===== src/bmv_pkg.sv =====
// Shared types and constants for the block-scaled int8 matrix-vector core.
// No dependencies; used by every module under src.
package bmv_pkg;

  localparam int BlockLen  = 256;  // elements per scaled block
  localparam int ScaleFrac = 12;   // fraction bits of the Q4.12 block scale
  localparam int CntW      = $clog2(BlockLen);
  localparam int FifoDepth = 4;
  localparam int PtrW      = $clog2(FifoDepth);
  localparam int FillW     = $clog2(FifoDepth + 1);

  localparam int WeightW = 8;
  localparam int ActW    = 16;
  localparam int ScaleW  = 16;
  localparam int ProdW   = WeightW + ActW;   // weight * activation
  localparam int BlkW    = 32;               // block sum
  localparam int RowW    = 48;               // row sum / row result
  localparam int RowNumW = 16;

  localparam int InDataW  = 40;  // weight + activation + block_scale
  localparam int OutDataW = 64;  // row_result + row_number

  // One classified element handed from the front to the back.
  typedef struct packed {
    logic signed [ProdW-1:0]  prod;
    logic signed [ScaleW-1:0] scale;
    logic                     close;  // fold the block sum into the row sum
    logic                     eor;    // emit the row after folding
  } bmv_entry_t;

  typedef enum logic [2:0] {
    StAcc  = 3'b001,
    StMul  = 3'b010,
    StFold = 3'b100
  } bmv_state_e;

endpackage


===== src/bmv_fifo.sv =====
// Short flip-flop queue of classified elements between front and back.
// Depends on bmv_pkg.
module bmv_fifo (
  input  logic                clk_i,
  input  logic                rst_ni,
  input  logic                push_i,
  input  bmv_pkg::bmv_entry_t push_data_i,
  output logic                full_o,
  input  logic                pop_i,
  output bmv_pkg::bmv_entry_t pop_data_o,
  output logic                empty_o
);

  bmv_pkg::bmv_entry_t             mem_q [bmv_pkg::FifoDepth];
  logic [bmv_pkg::PtrW-1:0]        wr_ptr_q, wr_ptr_d, rd_ptr_q, rd_ptr_d;
  logic [bmv_pkg::FillW-1:0]       fill_q, fill_d;
  logic                            do_push, do_pop;

  assign full_o     = (fill_q == bmv_pkg::FillW'(bmv_pkg::FifoDepth));
  assign empty_o    = (fill_q == '0);
  assign pop_data_o = mem_q[rd_ptr_q];
  assign do_push    = push_i && !full_o;
  assign do_pop     = pop_i && !empty_o;

  always_comb begin
    wr_ptr_d = wr_ptr_q;
    rd_ptr_d = rd_ptr_q;
    fill_d   = fill_q;
    if (do_push) begin
      wr_ptr_d = (wr_ptr_q == bmv_pkg::PtrW'(bmv_pkg::FifoDepth - 1)) ? '0 : wr_ptr_q + 1'b1;
    end
    if (do_pop) begin
      rd_ptr_d = (rd_ptr_q == bmv_pkg::PtrW'(bmv_pkg::FifoDepth - 1)) ? '0 : rd_ptr_q + 1'b1;
    end
    if (do_push && !do_pop) begin
      fill_d = fill_q + 1'b1;
    end else if (do_pop && !do_push) begin
      fill_d = fill_q - 1'b1;
    end
  end

  always_ff @(posedge clk_i or negedge rst_ni) begin
    if (!rst_ni) begin
      wr_ptr_q <= '0;
      rd_ptr_q <= '0;
      fill_q   <= '0;
    end else begin
      wr_ptr_q <= wr_ptr_d;
      rd_ptr_q <= rd_ptr_d;
      fill_q   <= fill_d;
    end
  end

  always_ff @(posedge clk_i) begin
    if (do_push) begin
      mem_q[wr_ptr_q] <= push_data_i;
    end
  end

endmodule


===== src/bmv_front.sv =====
// Input side: takes stream items, forms weight*activation and marks block ends.
// Depends on bmv_pkg.
module bmv_front (
  input  logic                           clk_i,
  input  logic                           rst_ni,
  input  logic                           in_valid_i,
  output logic                           in_ready_o,
  input  logic signed [bmv_pkg::WeightW-1:0] weight_i,
  input  logic signed [bmv_pkg::ActW-1:0]    activation_i,
  input  logic signed [bmv_pkg::ScaleW-1:0]  block_scale_i,
  input  logic                           end_of_row_i,
  input  logic                           fifo_full_i,
  output logic                           push_o,
  output bmv_pkg::bmv_entry_t            entry_o
);

  logic [bmv_pkg::CntW-1:0] cnt_q, cnt_d;
  logic                     close;

  assign in_ready_o = !fifo_full_i;
  assign push_o     = in_valid_i && !fifo_full_i;

  // A block closes on its last element or early at the end of a row.
  assign close = end_of_row_i || (cnt_q == bmv_pkg::CntW'(bmv_pkg::BlockLen - 1));

  always_comb begin
    entry_o.prod  = weight_i * activation_i;
    entry_o.scale = block_scale_i;
    entry_o.close = close;
    entry_o.eor   = end_of_row_i;
    cnt_d = cnt_q;
    if (push_o) begin
      cnt_d = close ? '0 : cnt_q + 1'b1;
    end
  end

  always_ff @(posedge clk_i or negedge rst_ni) begin
    if (!rst_ni) begin
      cnt_q <= '0;
    end else begin
      cnt_q <= cnt_d;
    end
  end

endmodule


===== src/bmv_back.sv =====
// Execution side: block accumulation, scale multiply, row fold and result register.
// Depends on bmv_pkg.
module bmv_back (
  input  logic                            clk_i,
  input  logic                            rst_ni,
  input  logic                            fifo_empty_i,
  input  bmv_pkg::bmv_entry_t             entry_i,
  output logic                            pop_o,
  input  logic                            cfg_we_i,
  input  logic [bmv_pkg::RowNumW-1:0]     cfg_wdata_i,
  output logic                            out_valid_o,
  input  logic                            out_ready_i,
  output logic signed [bmv_pkg::RowW-1:0] row_result_o,
  output logic [bmv_pkg::RowNumW-1:0]     row_number_o
);

  localparam int RowW = bmv_pkg::RowW;
  localparam int BlkW = bmv_pkg::BlkW;

  bmv_pkg::bmv_state_e              state_q, state_d;
  logic signed [BlkW-1:0]           blk_q, blk_d;
  logic signed [BlkW-1:0]           mul_a_q;
  logic signed [bmv_pkg::ScaleW-1:0] mul_b_q;
  logic                             eor_q;
  logic signed [RowW-1:0]           prod_q;
  logic signed [RowW-1:0]           row_q, row_d;
  logic [bmv_pkg::RowNumW-1:0]      rownum_q, rownum_d;
  logic                             out_valid_q, out_valid_d;
  logic signed [RowW-1:0]           out_res_q;
  logic [bmv_pkg::RowNumW-1:0]      out_num_q;

  logic signed [BlkW:0]   blk_sum;
  logic signed [BlkW-1:0] blk_sat;
  logic signed [RowW-1:0] term;
  logic signed [RowW:0]   row_sum;
  logic signed [RowW-1:0] row_sat;
  logic                   out_free;
  logic                   load_out;

  // Saturating block accumulate.
  assign blk_sum = {blk_q[BlkW-1], blk_q}
                 + (BlkW+1)'(entry_i.prod);
  always_comb begin
    if (blk_sum[BlkW] != blk_sum[BlkW-1]) begin
      blk_sat = blk_sum[BlkW] ? {1'b1, {(BlkW-1){1'b0}}} : {1'b0, {(BlkW-1){1'b1}}};
    end else begin
      blk_sat = blk_sum[BlkW-1:0];
    end
  end

  // Arithmetic shift floors; saturating add into the row sum.
  assign term    = prod_q >>> bmv_pkg::ScaleFrac;
  assign row_sum = {row_q[RowW-1], row_q} + {term[RowW-1], term};
  always_comb begin
    if (row_sum[RowW] != row_sum[RowW-1]) begin
      row_sat = row_sum[RowW] ? {1'b1, {(RowW-1){1'b0}}} : {1'b0, {(RowW-1){1'b1}}};
    end else begin
      row_sat = row_sum[RowW-1:0];
    end
  end

  assign out_free = !out_valid_q || out_ready_i;
  assign pop_o    = (state_q == bmv_pkg::StAcc) && !fifo_empty_i;
  assign load_out = (state_q == bmv_pkg::StFold) && eor_q && out_free;

  always_comb begin
    state_d     = state_q;
    blk_d       = blk_q;
    row_d       = row_q;
    rownum_d    = rownum_q;
    out_valid_d = out_valid_q && !out_ready_i;
    case (state_q)
      bmv_pkg::StAcc: begin
        if (pop_o) begin
          if (entry_i.close) begin
            blk_d   = '0;
            state_d = bmv_pkg::StMul;
          end else begin
            blk_d = blk_sat;
          end
        end
      end
      bmv_pkg::StMul: begin
        state_d = bmv_pkg::StFold;
      end
      bmv_pkg::StFold: begin
        if (!eor_q) begin
          row_d   = row_sat;
          state_d = bmv_pkg::StAcc;
        end else if (out_free) begin
          row_d       = '0;
          rownum_d    = rownum_q + 1'b1;
          out_valid_d = 1'b1;
          state_d     = bmv_pkg::StAcc;
        end
      end
      default: begin
        state_d = bmv_pkg::StAcc;
      end
    endcase
    if (cfg_we_i) begin
      rownum_d = cfg_wdata_i;
    end
  end

  always_ff @(posedge clk_i or negedge rst_ni) begin
    if (!rst_ni) begin
      state_q     <= bmv_pkg::StAcc;
      blk_q       <= '0;
      row_q       <= '0;
      rownum_q    <= '0;
      out_valid_q <= 1'b0;
    end else begin
      state_q     <= state_d;
      blk_q       <= blk_d;
      row_q       <= row_d;
      rownum_q    <= rownum_d;
      out_valid_q <= out_valid_d;
    end
  end

  always_ff @(posedge clk_i) begin
    if (pop_o && entry_i.close) begin
      mul_a_q <= blk_sat;
      mul_b_q <= entry_i.scale;
      eor_q   <= entry_i.eor;
    end
    if (state_q == bmv_pkg::StMul) begin
      prod_q <= mul_a_q * RowW'(mul_b_q);
    end
    if (load_out) begin
      out_res_q <= row_sat;
      out_num_q <= rownum_q;
    end
  end

  assign out_valid_o  = out_valid_q;
  assign row_result_o = out_res_q;
  assign row_number_o = out_num_q;

`ifndef SYNTHESIS
  a_mul_then_fold: assert property (@(posedge clk_i) disable iff (!rst_ni)
    (state_q == bmv_pkg::StMul) |=> (state_q == bmv_pkg::StFold))
    else $error("multiply step not followed by fold");

  a_blk_cleared: assert property (@(posedge clk_i) disable iff (!rst_ni)
    (state_q == bmv_pkg::StMul) |-> (blk_q == '0))
    else $error("block sum not cleared after block close");

  a_out_from_fold: assert property (@(posedge clk_i) disable iff (!rst_ni)
    $rose(out_valid_q) |-> ($past(state_q) == bmv_pkg::StFold && $past(eor_q)))
    else $error("result raised outside an end-of-row fold");

  a_no_pop_busy: assert property (@(posedge clk_i) disable iff (!rst_ni)
    (state_q != bmv_pkg::StAcc) |-> !pop_o)
    else $error("queue popped while folding");
`endif

endmodule


===== src/block_scaled_int8_matvec_core.sv =====
// Top level of the block-scaled int8 matrix-vector core.
// Depends on bmv_pkg, bmv_front, bmv_fifo and bmv_back.
//
// Usage:
//   s_axis carries one matrix element per item: weight (int8), activation
//   (Q8.8) and block_scale (Q4.12), with tlast marking the last element of a
//   row. Every BlockLen elements, and at row end, the block sum is scaled,
//   floored by ScaleFrac bits and added, saturating to 48 bits, to the row.
//   m_axis carries one item per row: the saturated row result and its index.
//   cfg_we_i/cfg_wdata_i load the row index of the next result at once.
// Throughput: one item per cycle into a 4-entry queue while it is not full; the
//   back end drains one element per cycle, but an element that closes a block
//   holds it through accumulate, 32x16 scale multiply and row fold.
// Path: the tlast item goes through the queue, the accumulate, multiply and
//   fold states and the output register before its row shows on m_axis.
// Reset: sums, element count and row index clear; the queue empties.
// Stall: a held result stays in the output register; the back end keeps
//   accumulating until the next row result needs that register, and s_axis
//   is held off only once the queue fills.
module block_scaled_int8_matvec_core (
  input  logic                            clk_i,
  input  logic                            rst_ni,
  // tdata: weight[7:0], activation[23:8], block_scale[39:24]
  input  logic                            s_axis_tvalid,
  output logic                            s_axis_tready,
  input  logic [bmv_pkg::InDataW-1:0]     s_axis_tdata,
  input  logic                            s_axis_tlast,   // end_of_row
  // tdata: row_result[47:0], row_number[63:48]
  output logic                            m_axis_tvalid,
  input  logic                            m_axis_tready,
  output logic [bmv_pkg::OutDataW-1:0]    m_axis_tdata,
  input  logic                            cfg_we_i,
  input  logic [bmv_pkg::RowNumW-1:0]     cfg_wdata_i
);

  bmv_pkg::bmv_entry_t              push_entry, pop_entry;
  logic                             push, pop, fifo_full, fifo_empty;
  logic signed [bmv_pkg::RowW-1:0]  row_result;
  logic [bmv_pkg::RowNumW-1:0]      row_number;

  bmv_front u_front (
    .clk_i         (clk_i),
    .rst_ni        (rst_ni),
    .in_valid_i    (s_axis_tvalid),
    .in_ready_o    (s_axis_tready),
    .weight_i      (s_axis_tdata[7:0]),
    .activation_i  (s_axis_tdata[23:8]),
    .block_scale_i (s_axis_tdata[39:24]),
    .end_of_row_i  (s_axis_tlast),
    .fifo_full_i   (fifo_full),
    .push_o        (push),
    .entry_o       (push_entry)
  );

  bmv_fifo u_fifo (
    .clk_i       (clk_i),
    .rst_ni      (rst_ni),
    .push_i      (push),
    .push_data_i (push_entry),
    .full_o      (fifo_full),
    .pop_i       (pop),
    .pop_data_o  (pop_entry),
    .empty_o     (fifo_empty)
  );

  bmv_back u_back (
    .clk_i        (clk_i),
    .rst_ni       (rst_ni),
    .fifo_empty_i (fifo_empty),
    .entry_i      (pop_entry),
    .pop_o        (pop),
    .cfg_we_i     (cfg_we_i),
    .cfg_wdata_i  (cfg_wdata_i),
    .out_valid_o  (m_axis_tvalid),
    .out_ready_i  (m_axis_tready),
    .row_result_o (row_result),
    .row_number_o (row_number)
  );

  assign m_axis_tdata = {row_number, row_result};

endmodule


===== config.mk =====
export PLATFORM = sky130hd
export DESIGN_NAME = block_scaled_int8_matvec_core
export DESIGN_NICKNAME = d
export VERILOG_FILES = /design/src/bmv_pkg.sv /design/src/bmv_fifo.sv /design/src/bmv_front.sv /design/src/bmv_back.sv /design/src/block_scaled_int8_matvec_core.sv
export SDC_FILE = /design/constraint.sdc
export NUM_CORES = 2
export LEC_CHECK = 0
export ABC_AREA = 1
export BUFFER_PORTS_ARGS = -buffer_cell sky130_fd_sc_hd__buf_2
export CAP_MARGIN = 25
export CORE_AREA = 2 2 226 394
export CTS_CLUSTER_DIAMETER = 80
export CTS_CLUSTER_SIZE = 14
export DETAILED_ROUTE_END_ITERATION = 8
export DIE_AREA = 0 0 228 396
export GPL_ROUTABILITY_DRIVEN = 1
export PLACE_DENSITY_LB_ADDON = 0.12
export SYNTH_ARGS = -nofsm -noshare
export SYNTH_HDL_FRONTEND = slang
export SYNTH_HIERARCHICAL = 1
export SYNTH_SLANG_ARGS = --single-unit

===== constraint.sdc =====
create_clock -name clk_i -period 10.2 [get_ports clk_i]
set_input_delay 1.02 -clock clk_i [delete_from_list [all_inputs] [get_ports clk_i]]
set_output_delay 1.02 -clock clk_i [all_outputs]
set_load 0.005 [all_outputs]

# Word level (Yosys, flattened, before mapping)
# Memories as Yosys holds them, arrays and structs flattened.
# Cells that the tools add are included.
# W data, S select, Z words.
dict set report word_totals {
  regBits 276
  mem_bits_rw 168
  inputBits 62
  out_inout_bits 66
  word_cells 92
  memories 1
}
dict set report op_classes {
  addsub 8
  n_mul 2
  n_eq_ne 13
  mux 26
  n_reduce_logical 27
}
# memory depth word_bits rd rd_clocked_by_memory_dff write_ports line_no
set memory_table {}
lappend memory_table {u_fifo.mem_q 4 42 1 0 1 bmv_fifo.sv:14} ;# bmv_pkg::bmv_entry_t mem_q [bmv_pkg::FifoDepth];
# operator n
set op_table {}
lappend op_table {{$mux W48} 4}
lappend op_table {{$mux W32} 3}
lappend op_table {{$mux W16} 4}
lappend op_table {{$add A48 B36 Y49} 1}
lappend op_table {{$mul A32 B16 Y48} 1}
lappend op_table {{$add A32 B24 Y33} 1}
lappend op_table {{$mul A8 B16 Y24} 1}
lappend op_table {{$mux W3} 6}
lappend op_table {{$add A16 B1 Y16 const B} 1}
lappend op_table {{$logic_and A1 B1 Y1} 10}
lappend op_table {{$pmux W3 S3} 1}
lappend op_table {{$add A8 B1 Y8 const B} 1}
lappend op_table {{$eq A8 B8 Y1 const B} 1}
lappend op_table {{$mux W8} 1}
lappend op_table {{$reduce_bool A2 Y1} 4}
lappend op_table {{$eq A3 B3 Y1 const B} 2}
lappend op_table {{$logic_not A1 Y1} 6}
lappend op_table {{$reduce_and A3 Y1} 2}
lappend op_table {{$mux W1} 5}
lappend op_table {{$add A2 B1 Y2 const B} 2}
lappend op_table {{$eq A2 B2 Y1 const B} 2}
lappend op_table {{$mux W2} 2}
lappend op_table {{$ne A2 B1 Y1 const B} 2}
lappend op_table {{$reduce_and A2 Y1} 2}
lappend op_table {{9 further kinds} 11}

# Logic depth before layout (Yosys ltp)
dict set report depth {
  word_depth 8
  depth_mapped 29
  ltp_nobuf 27
}

# By module
# The synthesis kept the hierarchy.
# module instances cells_each area_each_um2 seq_area_each_um2
set by_module_without_submodules {}
lappend by_module_without_submodules {bmv_back 1 4561 34622.0 6977.9}
lappend by_module_without_submodules {bmv_fifo 1 551 7249.5 5220.0}
lappend by_module_without_submodules {bmv_front 1 812 5631.7 200.2}

# Least setup slack after synthesis
# OpenSTA, ideal clock, no wires.
dict set report synth_path {
  kind {register to register}
  start {register u_back.mul_a_q[31]}
  end {register u_back.prod_q[46] (data pin)}
  setup_time_ns 0.258
  arrival_time_ns 5.586
  required_ns 9.942
  path_slack_ns 4.356
  stages_incl_launch_ff 22
  path_buffers 1
  synth_period_minus_slack_ns 5.844
  cell_sequence {edfxtp_1 -> clkbuf_1 -> nand2_1 -> fa_1 -> inv_1 -> fa_1 -> inv_1 -> fa_1 -> inv_1 -> fa_1 -> fa_1 -> inv_1 -> fa_1 -> inv_1 -> ha_1 -> inv_1 -> nor3_1 -> nand2_1 -> nor2_1 -> nand3_1 -> nand3_1 -> xor2_1}
}
dict set report synth_via {
  elab_chain_cells 1
}
# element line_no
set synth_lines {}
lappend synth_lines {{start: declaration} bmv_back.sv:22} ;# logic signed [BlkW-1:0] mul_a_q;
lappend synth_lines {{start signal: assignment} bmv_back.sv:124} ;# mul_a_q <= blk_sat;
lappend synth_lines {{$mul A32 B16 Y48} bmv_back.sv:129} ;# prod_q <= mul_a_q * RowW'(mul_b_q);
lappend synth_lines {{end signal: assignment} bmv_back.sv:129}
lappend synth_lines {{end: declaration} bmv_back.sv:25} ;# logic signed [RowW-1:0] prod_q;
# Every way passes these cells.
# A chain may end at the register's enable or synchronous reset.

# Final worst setup path
dict set report layout_path {
  start {register u_back/mul_b_q[1] (netlist name)}
  end {register u_back.prod_q[42] (data pin)}
}
dict set report layout_via {
  elab_chain_cells 1
}
# element line_no
set layout_lines {}
lappend layout_lines {{start: declaration} bmv_back.sv:23} ;# logic signed [bmv_pkg::ScaleW-1:0] mul_b_q;
lappend layout_lines {{start signal: assignment} bmv_back.sv:125} ;# mul_b_q <= entry_i.scale;
lappend layout_lines {{$mul A32 B16 Y48} bmv_back.sv:129}
# Every way passes these cells.

==> reports/results.tsv <==
stage	metric	value	unit
timing	min_period_over_period	0.744	
flow_run	cap_viol_max_count	0	
grt	grt_pass1_vias	39900	
finish	mostFrequentLayoutCells	nand2_1 (1764), inv_1 (1468), fa_1 (591)	
finish	layout.nets	6810	
yosys	yosys.area.top_type	fa_1	
drt	route.detailed.drc	0	
drt	drt-initial-drc-count	2098	
clock_tree	clk_pin_slew	0.07	ns
yosys	synthesis.instances	5924	
yosys	synth.distinct_cells	54	
timing	setup_viol	0	
min_path	hp-class	in -> async	
clock_tree	holdBufCountCts	0	
yosys	synth-async-reset-ratio	0.266	
yosys	synth-edff-count	317	
timing	maxSlewViolCount	0	
clock_tree	root_buffer	clkbuf_16	
worst_setup_path	endpoint_kind	flop	
clock_tree	cts_tree	yes	
finish	drive_gt1_frac	0.0668	
drt	wl	136000	µm
grt	grt_max_degree	71	
worst_setup_path	cp.required	10.57	ns
grt	grt_overflow	0	
die	die_width	228	µm
place	io_buffers	127	
die	die_h	396	µm
timing	whs	0.307	ns
timing	finalClockSkew	0.0339	ns
finish	regArea	0.0124	mm²
die	die-area	0.0903	mm²
clock_tree	clock_latency	0.61	ns
grt	grt_first_pass_wirelength	214000	µm
place	gp_congestion	1.06	
drt	drtAntennaViolNets	0	
worst_setup_path	critical_path.startpoint	u_back/mul_b_q[1]	
yosys	ys_top_cells_by_area	fa_1 (25%), edfxtp_1 (20%), nand2_1 (14%)	
clock_tree	post_cts_resized	0	
finish	multi_input_area	0.0285	mm²
clock_tree	h-tree-depth	2	
yosys	yosysTopAreaCellShare	0.249	
place	dp_hpwl	110000	µm
status	status	complete, no violations	
die	rows	143	
worst_setup_path	critPathKind	reg -> reg	
drt	wl_per_cell	19.1	µm
yosys	syn_nets	6821	
timing	rsz0062_at_grt	no	
yosys	synth_warnings	6	
yosys	synth-seq-area-share	0.261	
drt	vias_per_cell	5.18	
grt	grt_usage	0.308	
yosys	synth_seq_cells	432	
timing	slew_headroom	0.336	
worst_setup_path	cp-start-kind	flop	
yosys	synth_area	0.0475	mm²
timing	fmax	132	MHz
timing	tightest_slew	0.996	ns
yosys	avgSynthCellArea	8.02	µm²
clock_tree	cts_buffers	39	
die	design.core.area	0.0870	mm²
worst_setup_path	worst_r2r_endpoint	u_back/prod_q[42]	
worst_setup_path	reg2reg_slack	2.61	ns
die	ios	128	
worst_setup_path	r2r_cells	23	
clock_tree	post_cts_buffers	0	
finish	area_growth	5.33	%
timing	period_minus_slack	7.59	ns
timing	fin_setup_tns	0	ns
finish	fillers	8219	
finish	layout_commonest_cell	nand2_1	
timing	hold_violations	0	
worst_setup_path	cp.arrival	7.95	ns
clock_tree	numClockSinks	432	
worst_setup_path	reg2reg_from	u_back/mul_b_q[1]	
yosys	dominantRegCellSynth	edfxtp_1	
clock_tree	clockBufferDepth	3	
grt	antenna_found_initial	7	
die	start_util	0.546	
worst_setup_path	cp_max_fo	17	
drt	firstDrtPassIters	8	
drt	num_vias	36800	
## cells in the mapped netlist (6+ instances only)
master / number
nand2_1: 1765
inv_1: 1468
fa_1: 591
edfxtp_1: 317
nor2_1: 308
ha_1: 244
a21oi_1: 147
clkbuf_1: 147
nand3_1: 135
dfrtp_1: 114
nand2_2: 91
xor2_1: 91
o21ai_0: 85
o211ai_1: 65
nand4_1: 37
nor3_1: 33
xnor2_1: 27
buf_4: 26
o21bai_1: 25
buf_2: 23
o211ai_2: 23
a31oi_1: 18
a21o_1: 15
nor2_2: 15
inv_2: 10
buf_6: 9
o21a_1: 9
and2_1: 8
or2_2: 8
a21boi_0: 6
nor4_1: 6
## logic make-up after synthesis
group / Yosys count / synth area share
XOR/XNOR: 118 / 0.0218
AND/OR/NAND/NOR: 2432 / 0.209
buffers and inverters: 1697 / 0.141
flip-flops: 432 / 0.261
AO/OA/AOI/OAI: 410 / 0.0548
adder cells (fa/ha/maj): 835 / 0.313
## worst max-delay path, stage by stage, from the launching register on
cell and delay, ns:
edfxtp_1 1.00, buf_4 0.39, nand2_1 0.11, fa_1 0.55, inv_1 0.06, fa_1 0.52, inv_1 0.05, fa_1 0.50
inv_1 0.05, fa_1 0.49, fa_1 0.49, inv_1 0.05, fa_1 0.47, inv_1 0.04, ha_1 0.36, nand2_1 0.12
nor2_1 0.13, inv_1 0.08, nor2_1 0.21, inv_1 0.12, nor4_1 0.71, nand4_1 0.49, nand4_1 0.27, nand2_1 0.07
## cell type report
class,instances,share of cell area
diodes,5,0.000250
clock buffers,64,0.0216
clock inverters,8,0.00223
inverters,1480,0.111
multi-input cells,3795,0.570
flip-flops and latches,432,0.248
well taps,1160,0.0290
repair buffers,165,0.0185
## metal layers
metal | track usage | routed length [µm] | vias up | part of all wire
li1 | - | - | 17600 | -
met1 | 0.285 | 43800 | 17800 | 0.32
met2 | 0.613 | 75200 | 1022 | 0.55
met3 | 0.0338 | 4860 | 477 | 0.036
met4 | 0.225 | 11700 | 2 | 0.086
met5 | 0 | 12 | - | 0.000089
## worst max path at each step
stage          cells after the start  slack (ns)           endpoint
4_1_cts                           23        2.77  u_back/prod_q[42]
6_report                          23        2.61  u_back/prod_q[42]
2_1_floorplan                     21        4.36  u_back/prod_q[46]
3_5_place_dp                      23        2.76  u_back/prod_q[42]
3_3_place_gp                      23        2.80  u_back/prod_q[42]
5_1_grt                           23        2.45  u_back/prod_q[42]
## stage by stage
stage | std cells | setup slack, ns | cell area (µm²) | util
floorplan | 5924 | 4.36 | 47500 | -
global placement | 7032 | 2.80 | 48800 | 0.562
detailed placement | 7032 | 2.76 | 48800 | 0.562
CTS | 7104 | 2.77 | 50000 | 0.575
global route | 7108 | 2.45 | 50000 | 0.575
finish | 7109 | 2.61 | 50000 | 0.575
## registers in the layout, summed over array words and instances (netlist names)
signal               count
u_back/blk_q            32
u_back/eor_q             1
u_back/mul_a_q          32
u_back/mul_b_q          16
u_back/out_valid_o       1
u_back/prod_q           36
u_back/row_number_o     16
u_back/row_q            48
u_back/row_result_o     48
u_back/rownum_q         16
u_back/state_q           3
u_fifo/fill_q            3
u_fifo/mem_q           168
u_fifo/rd_ptr_q          2
u_fifo/wr_ptr_q          2
u_front/cnt_q            8
Power is not shown: default switching activity piles up to over one toggle a cycle in this logic, so the estimate is an artifact.
